==> src/design/dpfm_pkg.sv <==
`timescale 1ns / 1ps
`default_nettype none

package dpfm_pkg;

   localparam int TIME_W   = 32;
   localparam int COUNT_W  = 16;
   localparam int AVG_W    = 32;
   localparam int ALPHA_W  = 17;
   localparam int LOCK_W   = 16;
   localparam int MINIV_W  = 16;
   localparam int FREQ_W   = 48;
   localparam int CSR_IDX_W  = 8;
   localparam int CSR_DATA_W = 17;

   localparam int MUL_A_W  = 32;
   localparam int MUL_B_W  = 17;
   localparam int PROD_W   = MUL_A_W + MUL_B_W;

   localparam int QUO_W     = 42;
   localparam int DIV_CNT_W = $clog2(QUO_W + 1);

   localparam logic [ALPHA_W-1:0] ALPHA_ONE   = ALPHA_W'(65536);
   localparam logic [MUL_B_W-1:0] MS_PER_S    = MUL_B_W'(1000);
   localparam logic [COUNT_W-1:0] COUNT_MAX   = {COUNT_W{1'b1}};

   localparam logic               ENABLE_RST  = 1'b1;
   localparam logic [ALPHA_W-1:0] ALPHA_RST   = ALPHA_W'(32768);
   localparam logic [LOCK_W-1:0]  LOCKOUT_RST = LOCK_W'(2000);
   localparam logic [MINIV_W-1:0] MINIV_RST   = MINIV_W'(50);

   localparam logic [CSR_IDX_W-1:0] CSR_ENABLE  = CSR_IDX_W'(0);
   localparam logic [CSR_IDX_W-1:0] CSR_ALPHA   = CSR_IDX_W'(1);
   localparam logic [CSR_IDX_W-1:0] CSR_LOCKOUT = CSR_IDX_W'(2);
   localparam logic [CSR_IDX_W-1:0] CSR_MINIV   = CSR_IDX_W'(3);

   localparam logic MODE_SAMPLE = 1'b0;
   localparam logic MODE_READ   = 1'b1;

   typedef enum logic [5:0] {
      ST_IDLE    = 6'b000001,
      ST_MIX_NEW = 6'b000010,
      ST_MIX_OLD = 6'b000100,
      ST_SCALE   = 6'b001000,
      ST_DIV     = 6'b010000,
      ST_RESULT  = 6'b100000
   } state_type;

   typedef struct packed {
      logic busy;
      logic done;
   } div_status_type;

endpackage

`default_nettype wire

==> src/design/dpfm_div.sv <==
`timescale 1ns / 1ps
`default_nettype none

module dpfm_div (
   input  wire logic                          clock,
   input  wire logic                          reset,
   input  wire logic                          start,
   input  wire logic [dpfm_pkg::QUO_W-1:0]    dividend,
   input  wire logic [dpfm_pkg::TIME_W-1:0]   divisor,
   output dpfm_pkg::div_status_type           status,
   output logic      [dpfm_pkg::QUO_W-1:0]    quotient
);
   import dpfm_pkg::*;

   logic                 busy_ff, busy_in;
   logic                 done_ff, done_in;
   logic [DIV_CNT_W-1:0] cnt_ff, cnt_in;
   logic [TIME_W-1:0]    rem_ff, rem_in;
   logic [QUO_W-1:0]     quo_ff, quo_in;
   logic [TIME_W-1:0]    div_ff, div_in;
   logic [TIME_W:0]      trial;
   logic [TIME_W:0]      diff;

   // One quotient bit per cycle; the dividend shifts out of quo_ff as quotient bits shift in.
   always_comb begin
      busy_in = busy_ff;
      done_in = 1'b0;
      cnt_in  = cnt_ff;
      rem_in  = rem_ff;
      quo_in  = quo_ff;
      div_in  = div_ff;
      trial   = {rem_ff, quo_ff[QUO_W-1]};
      diff    = trial - {1'b0, div_ff};
      if (start) begin
         busy_in = 1'b1;
         cnt_in  = DIV_CNT_W'(QUO_W);
         rem_in  = '0;
         quo_in  = dividend;
         div_in  = divisor;
      end else if (busy_ff) begin
         if (!diff[TIME_W]) begin
            rem_in = diff[TIME_W-1:0];
            quo_in = {quo_ff[QUO_W-2:0], 1'b1};
         end else begin
            rem_in = trial[TIME_W-1:0];
            quo_in = {quo_ff[QUO_W-2:0], 1'b0};
         end
         cnt_in = cnt_ff - DIV_CNT_W'(1);
         if (cnt_ff == DIV_CNT_W'(1)) begin
            busy_in = 1'b0;
            done_in = 1'b1;
         end
      end
   end

   always_ff @(posedge clock) begin
      if (reset) begin
         busy_ff <= 1'b0;
         done_ff <= 1'b0;
         cnt_ff  <= '0;
      end else begin
         busy_ff <= busy_in;
         done_ff <= done_in;
         cnt_ff  <= cnt_in;
      end
   end

   always_ff @(posedge clock) begin
      rem_ff <= rem_in;
      quo_ff <= quo_in;
      div_ff <= div_in;
   end

   assign status.busy = busy_ff;
   assign status.done = done_ff;
   assign quotient    = quo_ff;

endmodule

`default_nettype wire

==> src/design/debounced_pulse_frequency_meter_unit.sv <==
`timescale 1ns / 1ps
`default_nettype none

// Debounced pulse frequency meter. A sample transfer (mode 0) carries the pin level and a
// microsecond time and gives no result. A level change counts only if lockout_us has passed
// since the last counted change, and the count saturates at 65535. A read transfer (mode 1)
// carries a millisecond time and always gives one result. When the interval since the previous
// read exceeds min_interval_ms and the sensor is enabled, the block updates the smoothed count
// with one shared 32 x 17 multiplier in states MIX_NEW, MIX_OLD and SCALE, then divides by the
// interval in a restoring divider that makes one quotient bit per cycle, 42 bits in all. A read
// that does not report goes straight to the result state. Sample transfers proceed while one
// result waits for the consumer; a second result stalls the block until the first is taken.

module debounced_pulse_frequency_meter_unit (
   input  wire logic                              clock,
   input  wire logic                              reset,
   input  wire logic                              csr_we,
   input  wire logic [dpfm_pkg::CSR_IDX_W-1:0]    csr_index,
   input  wire logic [dpfm_pkg::CSR_DATA_W-1:0]   csr_wdata,
   input  wire logic                              req_valid,
   output logic                                   req_ready,
   input  wire logic                              req_mode,
   input  wire logic                              req_pin_level,
   input  wire logic [dpfm_pkg::TIME_W-1:0]       req_time_value,
   output logic                                   rsp_valid,
   input  wire logic                              rsp_ready,
   output logic                                   rsp_reading_valid,
   output logic      [dpfm_pkg::FREQ_W-1:0]       rsp_frequency_q16,
   output logic      [dpfm_pkg::COUNT_W-1:0]      rsp_raw_count
);
   import dpfm_pkg::*;

   state_type            state_ff, state_in;
   logic                 enable_ff, enable_in;
   logic [ALPHA_W-1:0]   alpha_ff, alpha_in;
   logic [LOCK_W-1:0]    lockout_ff, lockout_in;
   logic [MINIV_W-1:0]   miniv_ff, miniv_in;
   logic                 level_ff, level_in;
   logic [TIME_W-1:0]    last_tr_ff, last_tr_in;
   logic [COUNT_W-1:0]   count_ff, count_in;
   logic [TIME_W-1:0]    last_rd_ff, last_rd_in;
   logic [AVG_W-1:0]     avg_ff, avg_in;
   logic                 rsp_valid_ff, rsp_valid_in;

   logic [TIME_W-1:0]    dt_ff, dt_in;
   logic [COUNT_W-1:0]   cap_ff, cap_in;
   logic [PROD_W-1:0]    acc_ff, acc_in;
   logic                 good_ff, good_in;
   logic [QUO_W-1:0]     freq_ff, freq_in;
   logic                 out_good_ff, out_good_in;
   logic [QUO_W-1:0]     out_freq_ff, out_freq_in;
   logic [COUNT_W-1:0]   out_count_ff, out_count_in;

   logic [ALPHA_W-1:0]   alpha_eff;
   logic [MUL_B_W-1:0]   alpha_rest;
   logic [MUL_A_W-1:0]   mul_a;
   logic [MUL_B_W-1:0]   mul_b;
   logic [PROD_W-1:0]    prod;
   logic [AVG_W-1:0]     new_avg;
   logic [TIME_W-1:0]    since;
   logic [TIME_W-1:0]    dt_now;
   logic                 accept;
   logic                 div_start;
   div_status_type       div_status;
   logic [QUO_W-1:0]     div_quo;

   assign alpha_eff  = (alpha_ff > ALPHA_ONE) ? ALPHA_ONE : alpha_ff;
   assign alpha_rest = ALPHA_ONE - alpha_eff;
   assign new_avg    = acc_ff[AVG_W+15:16];
   assign since      = req_time_value - last_tr_ff;
   assign dt_now     = req_time_value - last_rd_ff;
   assign req_ready  = (state_ff == ST_IDLE);
   assign accept     = req_valid && req_ready;
   assign div_start  = (state_ff == ST_SCALE);

   // The shared multiplier: new count by alpha, old average by one minus alpha, then the
   // updated average by one thousand.
   always_comb begin
      case (state_ff)
         ST_MIX_NEW: begin
            mul_a = MUL_A_W'(cap_ff);
            mul_b = alpha_eff;
         end
         ST_MIX_OLD: begin
            mul_a = avg_ff;
            mul_b = alpha_rest;
         end
         ST_SCALE: begin
            mul_a = new_avg;
            mul_b = MS_PER_S;
         end
         default: begin
            mul_a = '0;
            mul_b = '0;
         end
      endcase
   end

   assign prod = mul_a * mul_b;

   always_comb begin
      enable_in    = enable_ff;
      alpha_in     = alpha_ff;
      lockout_in   = lockout_ff;
      miniv_in     = miniv_ff;
      if (csr_we) begin
         case (csr_index)
            CSR_ENABLE:  enable_in  = csr_wdata[0];
            CSR_ALPHA:   alpha_in   = csr_wdata[ALPHA_W-1:0];
            CSR_LOCKOUT: lockout_in = csr_wdata[LOCK_W-1:0];
            CSR_MINIV:   miniv_in   = csr_wdata[MINIV_W-1:0];
            default:     ;
         endcase
      end
   end

   always_comb begin
      state_in     = state_ff;
      level_in     = level_ff;
      last_tr_in   = last_tr_ff;
      count_in     = count_ff;
      last_rd_in   = last_rd_ff;
      avg_in       = avg_ff;
      rsp_valid_in = rsp_valid_ff && !rsp_ready;
      dt_in        = dt_ff;
      cap_in       = cap_ff;
      acc_in       = acc_ff;
      good_in      = good_ff;
      freq_in      = freq_ff;
      out_good_in  = out_good_ff;
      out_freq_in  = out_freq_ff;
      out_count_in = out_count_ff;
      case (state_ff)
         ST_IDLE: begin
            if (accept) begin
               if (req_mode == MODE_SAMPLE) begin
                  if (req_pin_level != level_ff && since >= TIME_W'(lockout_ff)) begin
                     if (count_ff != COUNT_MAX) begin
                        count_in = count_ff + COUNT_W'(1);
                     end
                     level_in   = req_pin_level;
                     last_tr_in = req_time_value;
                  end
               end else begin
                  last_rd_in = req_time_value;
                  dt_in      = dt_now;
                  cap_in     = count_ff;
                  if (dt_now > TIME_W'(miniv_ff) && enable_ff) begin
                     count_in = '0;
                     good_in  = 1'b1;
                     state_in = ST_MIX_NEW;
                  end else begin
                     good_in  = 1'b0;
                     freq_in  = '0;
                     state_in = ST_RESULT;
                  end
               end
            end
         end
         ST_MIX_NEW: begin
            acc_in   = {prod[PROD_W-17:0], 16'b0};
            state_in = ST_MIX_OLD;
         end
         ST_MIX_OLD: begin
            acc_in   = acc_ff + prod;
            state_in = ST_SCALE;
         end
         ST_SCALE: begin
            avg_in   = new_avg;
            state_in = ST_DIV;
         end
         ST_DIV: begin
            if (div_status.done) begin
               freq_in  = div_quo;
               state_in = ST_RESULT;
            end
         end
         ST_RESULT: begin
            if (!rsp_valid_ff || rsp_ready) begin
               rsp_valid_in = 1'b1;
               out_good_in  = good_ff;
               out_freq_in  = freq_ff;
               out_count_in = cap_ff;
               state_in     = ST_IDLE;
            end
         end
         default: begin
            state_in = ST_IDLE;
         end
      endcase
   end

   always_ff @(posedge clock) begin
      if (reset) begin
         state_ff     <= ST_IDLE;
         enable_ff    <= ENABLE_RST;
         alpha_ff     <= ALPHA_RST;
         lockout_ff   <= LOCKOUT_RST;
         miniv_ff     <= MINIV_RST;
         level_ff     <= 1'b0;
         last_tr_ff   <= '0;
         count_ff     <= '0;
         last_rd_ff   <= '0;
         avg_ff       <= '0;
         rsp_valid_ff <= 1'b0;
      end else begin
         state_ff     <= state_in;
         enable_ff    <= enable_in;
         alpha_ff     <= alpha_in;
         lockout_ff   <= lockout_in;
         miniv_ff     <= miniv_in;
         level_ff     <= level_in;
         last_tr_ff   <= last_tr_in;
         count_ff     <= count_in;
         last_rd_ff   <= last_rd_in;
         avg_ff       <= avg_in;
         rsp_valid_ff <= rsp_valid_in;
      end
   end

   always_ff @(posedge clock) begin
      dt_ff        <= dt_in;
      cap_ff       <= cap_in;
      acc_ff       <= acc_in;
      good_ff      <= good_in;
      freq_ff      <= freq_in;
      out_good_ff  <= out_good_in;
      out_freq_ff  <= out_freq_in;
      out_count_ff <= out_count_in;
   end

   dpfm_div u_div (
      .clock    (clock),
      .reset    (reset),
      .start    (div_start),
      .dividend (prod[QUO_W-1:0]),
      .divisor  (dt_ff),
      .status   (div_status),
      .quotient (div_quo)
   );

   assign rsp_valid         = rsp_valid_ff;
   assign rsp_reading_valid = out_good_ff;
   assign rsp_frequency_q16 = FREQ_W'(out_freq_ff);
   assign rsp_raw_count     = out_count_ff;

endmodule

`default_nettype wire

==> config.mk <==
export PLATFORM = sky130hd
export DESIGN_NAME = debounced_pulse_frequency_meter_unit
export DESIGN_NICKNAME = d
export VERILOG_FILES = /design/src/design/dpfm_pkg.sv /design/src/design/dpfm_div.sv /design/src/design/debounced_pulse_frequency_meter_unit.sv
export SDC_FILE = /design/constraint.sdc
export NUM_CORES = 2
export LEC_CHECK = 0
export BUFFER_PORTS_ARGS = -buffer_cell sky130_fd_sc_hd__buf_2
export CORE_ASPECT_RATIO = 0.8
export CORE_MARGIN = 8
export CORE_UTILIZATION = 35
export DETAILED_ROUTE_END_ITERATION = 10
export HOLD_SLACK_MARGIN = 0.1
export PLACE_DENSITY = 0.56
export SYNTH_ARGS = -nofsm -noshare
export SYNTH_HDL_FRONTEND = slang
export SYNTH_HIERARCHICAL = 1
export SYNTH_SLANG_ARGS = --single-unit
==> constraint.sdc <==
create_clock -name clock -period 11.48 [get_ports clock]
set_input_delay 1.722 -clock clock [delete_from_list [all_inputs] [get_ports clock]]
set_output_delay 1.722 -clock clock [all_outputs]
set_load 0.01 [all_outputs]
# After elaboration in Yosys (flattened, before gate mapping)
# Cells that the tools add are included.
# W data, S select, Z words.
word_totals:
  regBits: 483
  output_inout_bits: 67
classes:
  order_cmp: 3
  add_sub_neg: 7
  mul: 1
  n_eq_ne: 18
  mux: 32
  n_bitwise: 2
  n_reduce_logical: 25
ops:
  columns: ["operator", "count"]
  rows:
  - ["$mux W42", 6]
  - ["$pmux W49 S2", 1]
  - ["$pmux W32 S3", 1]
  - ["$pmux W42 S2", 1]
  - ["$mux W16", 4]
  - ["$sub A32 B32 Y32", 2]
  - ["$pmux W17 S3", 1]
  - ["$add A49 B49 Y49", 1]
  - ["$mul A32 B17 Y49", 1]
  - ["$mux W6", 7]
  - ["$pmux W6 S6", 1]
  - ["$sub A33 B32 Y33", 1]
  - ["$ge A32 B16 Y1", 1]
  - ["$gt A32 B16 Y1", 1]
  - ["$mux W32", 1]
  - ["$gt A17 B17 Y1 const B", 1]
  - ["$mux W17", 1]
  - ["$sub A17 B17 Y17 const A", 1]
  - ["$add A16 B1 Y16 const B", 1]
  - ["$eq A8 B2 Y1 const B", 2]
  - ["$ne A16 B16 Y1 const B", 1]
  - ["$eq A6 B1 Y1 const B", 2]
  - ["$reduce_and A2 Y1", 5]
  - ["$reduce_and A5 Y1", 2]
  - ["other kinds (21)", 42]

# Logic depth before layout (Yosys ltp)
depth:
  word_depth: 7
  depth_mapped: 51
  ltp_nobuf: 50

# Modules after synthesis
# Netlist, hierarchy kept.
by_module_without_submodules:
  columns: ["module", "cells_each", "n_inst", "seq_area_each_um2", "area_each_um2"]
  rows:
  - ["debounced_pulse_frequency_meter_unit", 4273, 1, 9349.0, 37598.6]
  - ["dpfm_div", 624, 1, 3022.9, 6483.7]

# Worst setup path before layout
# OpenSTA, ideal clock, no wires.
synth_timing:
  path_kind: "register -> register"
  from: "reg alpha_ff[2]"
  to: "reg acc_ff[47], data pin"
  period_less_slack_ns: 10.853
  slack_ns: 0.627
  path_stages_with_launch: 46
  t_arrival_ns: 10.701
  cell_sequence: "dfxtp_1 -> nor2_1 -> or4b_1 -> or3_1 -> or3_1 -> nor2_1 -> nand3b_1 -> o21ai_1 -> a21oi_1 -> a311oi_1 -> clkbuf_1 -> nor2_1 -> fa_1 -> inv_1 -> fa_1 -> fa_1 -> fa_1 -> inv_1 -> [10 not listed] -> a31oi_1 -> nor2b_1 -> nor2_1 -> o21bai_1 -> a21oi_1 -> xnor2_1 -> ha_1 -> a21o_1 -> a21oi_1 -> o21ai_0 -> a221o_1 -> a41oi_1 -> nor2_1 -> nor2_1 -> o21ai_0 -> a21oi_1 -> xnor3_1 -> o21ai_0"
synth_via:
  elab_chain_cells: 7
synth_lines:
  columns: ["item", "line", "source"]
  rows:
  - ["start, declared", "debounced_pulse_frequency_meter_unit.sv:35", "logic [ALPHA_W-1:0] alpha_ff, alpha_in;"]
  - ["start signal, assigned", "debounced_pulse_frequency_meter_unit.sv:209", "alpha_ff <= alpha_in;"]
  - ["$gt A17 B17 Y1", "debounced_pulse_frequency_meter_unit.sv:67", "assign alpha_eff = (alpha_ff > ALPHA_ONE) ? ALPHA_ONE : alpha_ff;"]
  - ["$mux W17 (*)", "debounced_pulse_frequency_meter_unit.sv:67", null]
  - ["$sub A17 B17 Y17", "debounced_pulse_frequency_meter_unit.sv:68", "assign alpha_rest = ALPHA_ONE - alpha_eff;"]
  - ["$pmux W17 S3 (*)", "debounced_pulse_frequency_meter_unit.sv:79", "case (state_ff)"]
  - ["$mul A32 B17 Y49 (*)", "debounced_pulse_frequency_meter_unit.sv:99", "assign prod = mul_a * mul_b;"]
  - ["net prod[33]", "debounced_pulse_frequency_meter_unit.sv:58", "logic [PROD_W-1:0] prod;"]
  - ["$add A49 B49 Y49 (*)", "debounced_pulse_frequency_meter_unit.sv:165", "acc_in = acc_ff + prod;"]
  - ["$pmux W49 S2 (*)", "debounced_pulse_frequency_meter_unit.sv:133", "case (state_ff)"]
  - ["net acc_in[47]", "debounced_pulse_frequency_meter_unit.sv:47", "logic [PROD_W-1:0] acc_ff, acc_in;"]
  - ["end signal, assigned", "debounced_pulse_frequency_meter_unit.sv:224", "acc_ff <= acc_in;"]
  - ["end, declared", "debounced_pulse_frequency_meter_unit.sv:47", null]
# The timed path passes the listed nets; every way through them passes the cells marked *.
# A chain may end at the register's enable or synchronous reset.

# Worst setup path after layout
# Ends and elaborated chain as after synthesis.

==> results.sh <==
export IMPL_hold_viol=0
export IMPL_sw_frac_of_total_pct=29.70
export IMPL_start_util_pct=35.27
export IMPL_cts_made_buffers=49
export IMPL_avgRoutedWirePerCell_um=21.16
export IMPL_clk_latency_ps=620
export IMPL_cts_tree="yes"
export IMPL_core_um2=125000
export IMPL_synth_cells=4896
export IMPL_grt_max_degree=80
export IMPL_ys_warn_count=6
export IMPL_grt_use_total_pct=20.14
export IMPL_fin_crit_ps=10990
export IMPL_pwr_share_seq_pct=44.3
export IMPL_wl_met3_um=14860
export IMPL_vias=35370
export IMPL_cts_root_buf="clkbuf_16"
export IMPL_worstPathArrival_ps=11440
export IMPL_place_hpwl_um=113200
export IMPL_design_die_area_um2=137600
export IMPL_fill_cells=12650
export IMPL_rows=116
export IMPL_cap_violations=0
export IMPL_die_h_um=333.4
export IMPL_crit_type="reg2reg"
export IMPL_drt_iter0_drc=3065
export IMPL_top_layer="met5"
export IMPL_report_final_slew_viol_count=0
export IMPL_peakVddDrop_v=0.0001000
export IMPL_fmax_ghz=0.09099
export IMPL_cp_max_fo=11
export IMPL_required_ps=11930
export IMPL_antenna_found_initial=5
export IMPL_avgViaCountPerCell=5.255
export IMPL_synth_area_um2=44070
export IMPL_cp_common_cell="fa_1"
export IMPL_hold_path_class="reg2reg"
export IMPL_wl_met2_um=55230
export IMPL_pwr_share_comb_pct=18.3
export IMPL_cp_slowest_cell="fa_1"
export IMPL_clk_path_buf_depth=3
export IMPL_p_leak_uw=0.02180
export IMPL_ant_nets=0
export IMPL_intPower_uw=3084
export IMPL_clockPowerShare_pct=37.4
export IMPL_power_density_nw_per_um2=89.16
export IMPL_tightest_slew_ps=1444
export IMPL_io_buffers=124
export IMPL_dr_pass1_iters=6
export IMPL_multi_input_area_um2=28600
export IMPL_final_util_pct=39.37
export IMPL_total_power_uw=4386
export IMPL_cts_hold_buf=0
export IMPL_wl_met1_um=69010
export IMPL_register_area_um2=12370
export IMPL_outcome="finished, final reports clean"
export IMPL_cp_start_kind="flip-flop"
export IMPL_cts_num_sinks=482
export IMPL_drc=0
export IMPL_grt_first_pass_wirelength_um=214000
export IMPL_power_switching_uw=1303
export IMPL_cts_max_level=2
export IMPL_syn_area_per_cell_um2=9.002
export IMPL_area_delta_synth_final_pct=11.62
export IMPL_final_layout_size_suffix_gt1_share_pct=10.11
export IMPL_grt_pass1_vias=34090
export IMPL_gp_congestion=0.9889
export IMPL_nets=5849
export IMPL_whs_ps=418.2
export IMPL_grt_ovfl_total=0
export IMPL_finalWirelength_um=142400
export IMPL_clock_skew_ps=28.74
export IMPL_setup_tns_ps=0
export IMPL_ios=131
export IMPL_die_w_um=412.8
export IMPL_finalSetupViolCount=0
export IMPL_maxSlewHeadroom_pct=3.705
export IMPL_clk_pin_slew_ps=70
export IMPL_worstSetupEndpointType="flip-flop"
export IMPL_critPathMaxStageDelay_ps=550
export IMPL_timing_final_crit_share_pct=95.73
## final timing paths
path                                  start          endpoint  slack, ps  cells after the start
worst max-delay path            alpha_ff[2]        acc_ff[47]        490                     46
worst min-delay path              dt_ff[10]  u_div/div_ff[10]        420                      0
worst max register to register  alpha_ff[2]        acc_ff[47]        490                     46
worst min register to register    dt_ff[10]  u_div/div_ff[10]        420                      0
## flip-flops by register name (all words and copies together) (netlist names), 42 cells and up
register and count:
out_freq_ff 42, freq_ff 42, u_div/quotient 42, acc_ff 48
## critical path: cells and delay by family (launching register included)
kind,cells,cell delay [ps]
DFF,1,320
xor gates and xnor gates,2,560
AOI/OAI and AO/OA,20,3570
adders and majority gates,8,3570
and+or+nand+nor,11,2110
buffers and inverters,5,670
## timing repair
action                                  CTS  global route
pin swaps                                 0            17
buffers inserted                          0            18
resized for setup                         2            58
endpoints found under the setup margin    3            13
gates cloned                              0             1
## power by group through the flow
stage | Clock (uW) | Sequential [uW] | Combinational [uW]
after CTS | 1680 | 1940 | 795
final | 1640 | 1940 | 802
after global routing | 1740 | 1950 | 887
after detailed placement | 0 | 1980 | 791
after global placement | 0 | 1980 | 786
after floorplan | 0 | 1960 | 580
## layer usage
layer	global-route usage, %	vias to the layer above
met5	0	-
met2	27.59	1372
met4	4.168	8
met1	31.23	17350
met3	5.503	180
li1	-	16460
## stage by stage
stage	area, um2	worst slack, ps	instances
4_1_cts	48770	65.96	6709
6_report	49200	490.2	6730
3_3_place_gp	47170	38.51	6619
3_5_place_dp	47170	-170.0	6619
2_1_floorplan	44090	626.8	4901
5_1_grt	49190	-57.39	6728
## layout make-up
| class | count | area share (%) |
|---|---|---|
| Antenna cell | 2 | 0.01017 |
| Clock buffer | 60 | 2.620 |
| Clock inverter | 30 | 0.6002 |
| Inverter | 682 | 5.216 |
| Multi-Input combinational cell | 3526 | 58.13 |
| Sequential cell | 482 | 25.15 |
| Tap cell | 1652 | 4.201 |
| Timing Repair Buffer | 296 | 4.077 |
## cell usage in the layout, fill, tap and decap left out, types with 14 or more instances in the layout
master,instances
o21bai_1,29
o21a_1,26
nor3_1,54
mux2_2,46
a22oi_1,15
o211ai_1,27
o21ai_1,20
buf_2,123
fa_1,449
a31oi_1,15
nor2_1,402
and3_1,58
nand2b_1,51
clkbuf_16,51
edfxtp_1,272
and2_1,73
a211oi_1,27
a311oi_1,14
nor4_1,15
xor2_1,59
nand3_1,85
xnor2_1,99
buf_4,164
nor2b_1,32
o31ai_1,15
o21ai_0,128
inv_1,676
a21o_1,97
nand4_1,26
mux2i_1,73
nand2_1,793
ha_1,289
a21oi_1,255
dfxtp_1,209
Note: power is estimated with default switching activity, not from simulation.
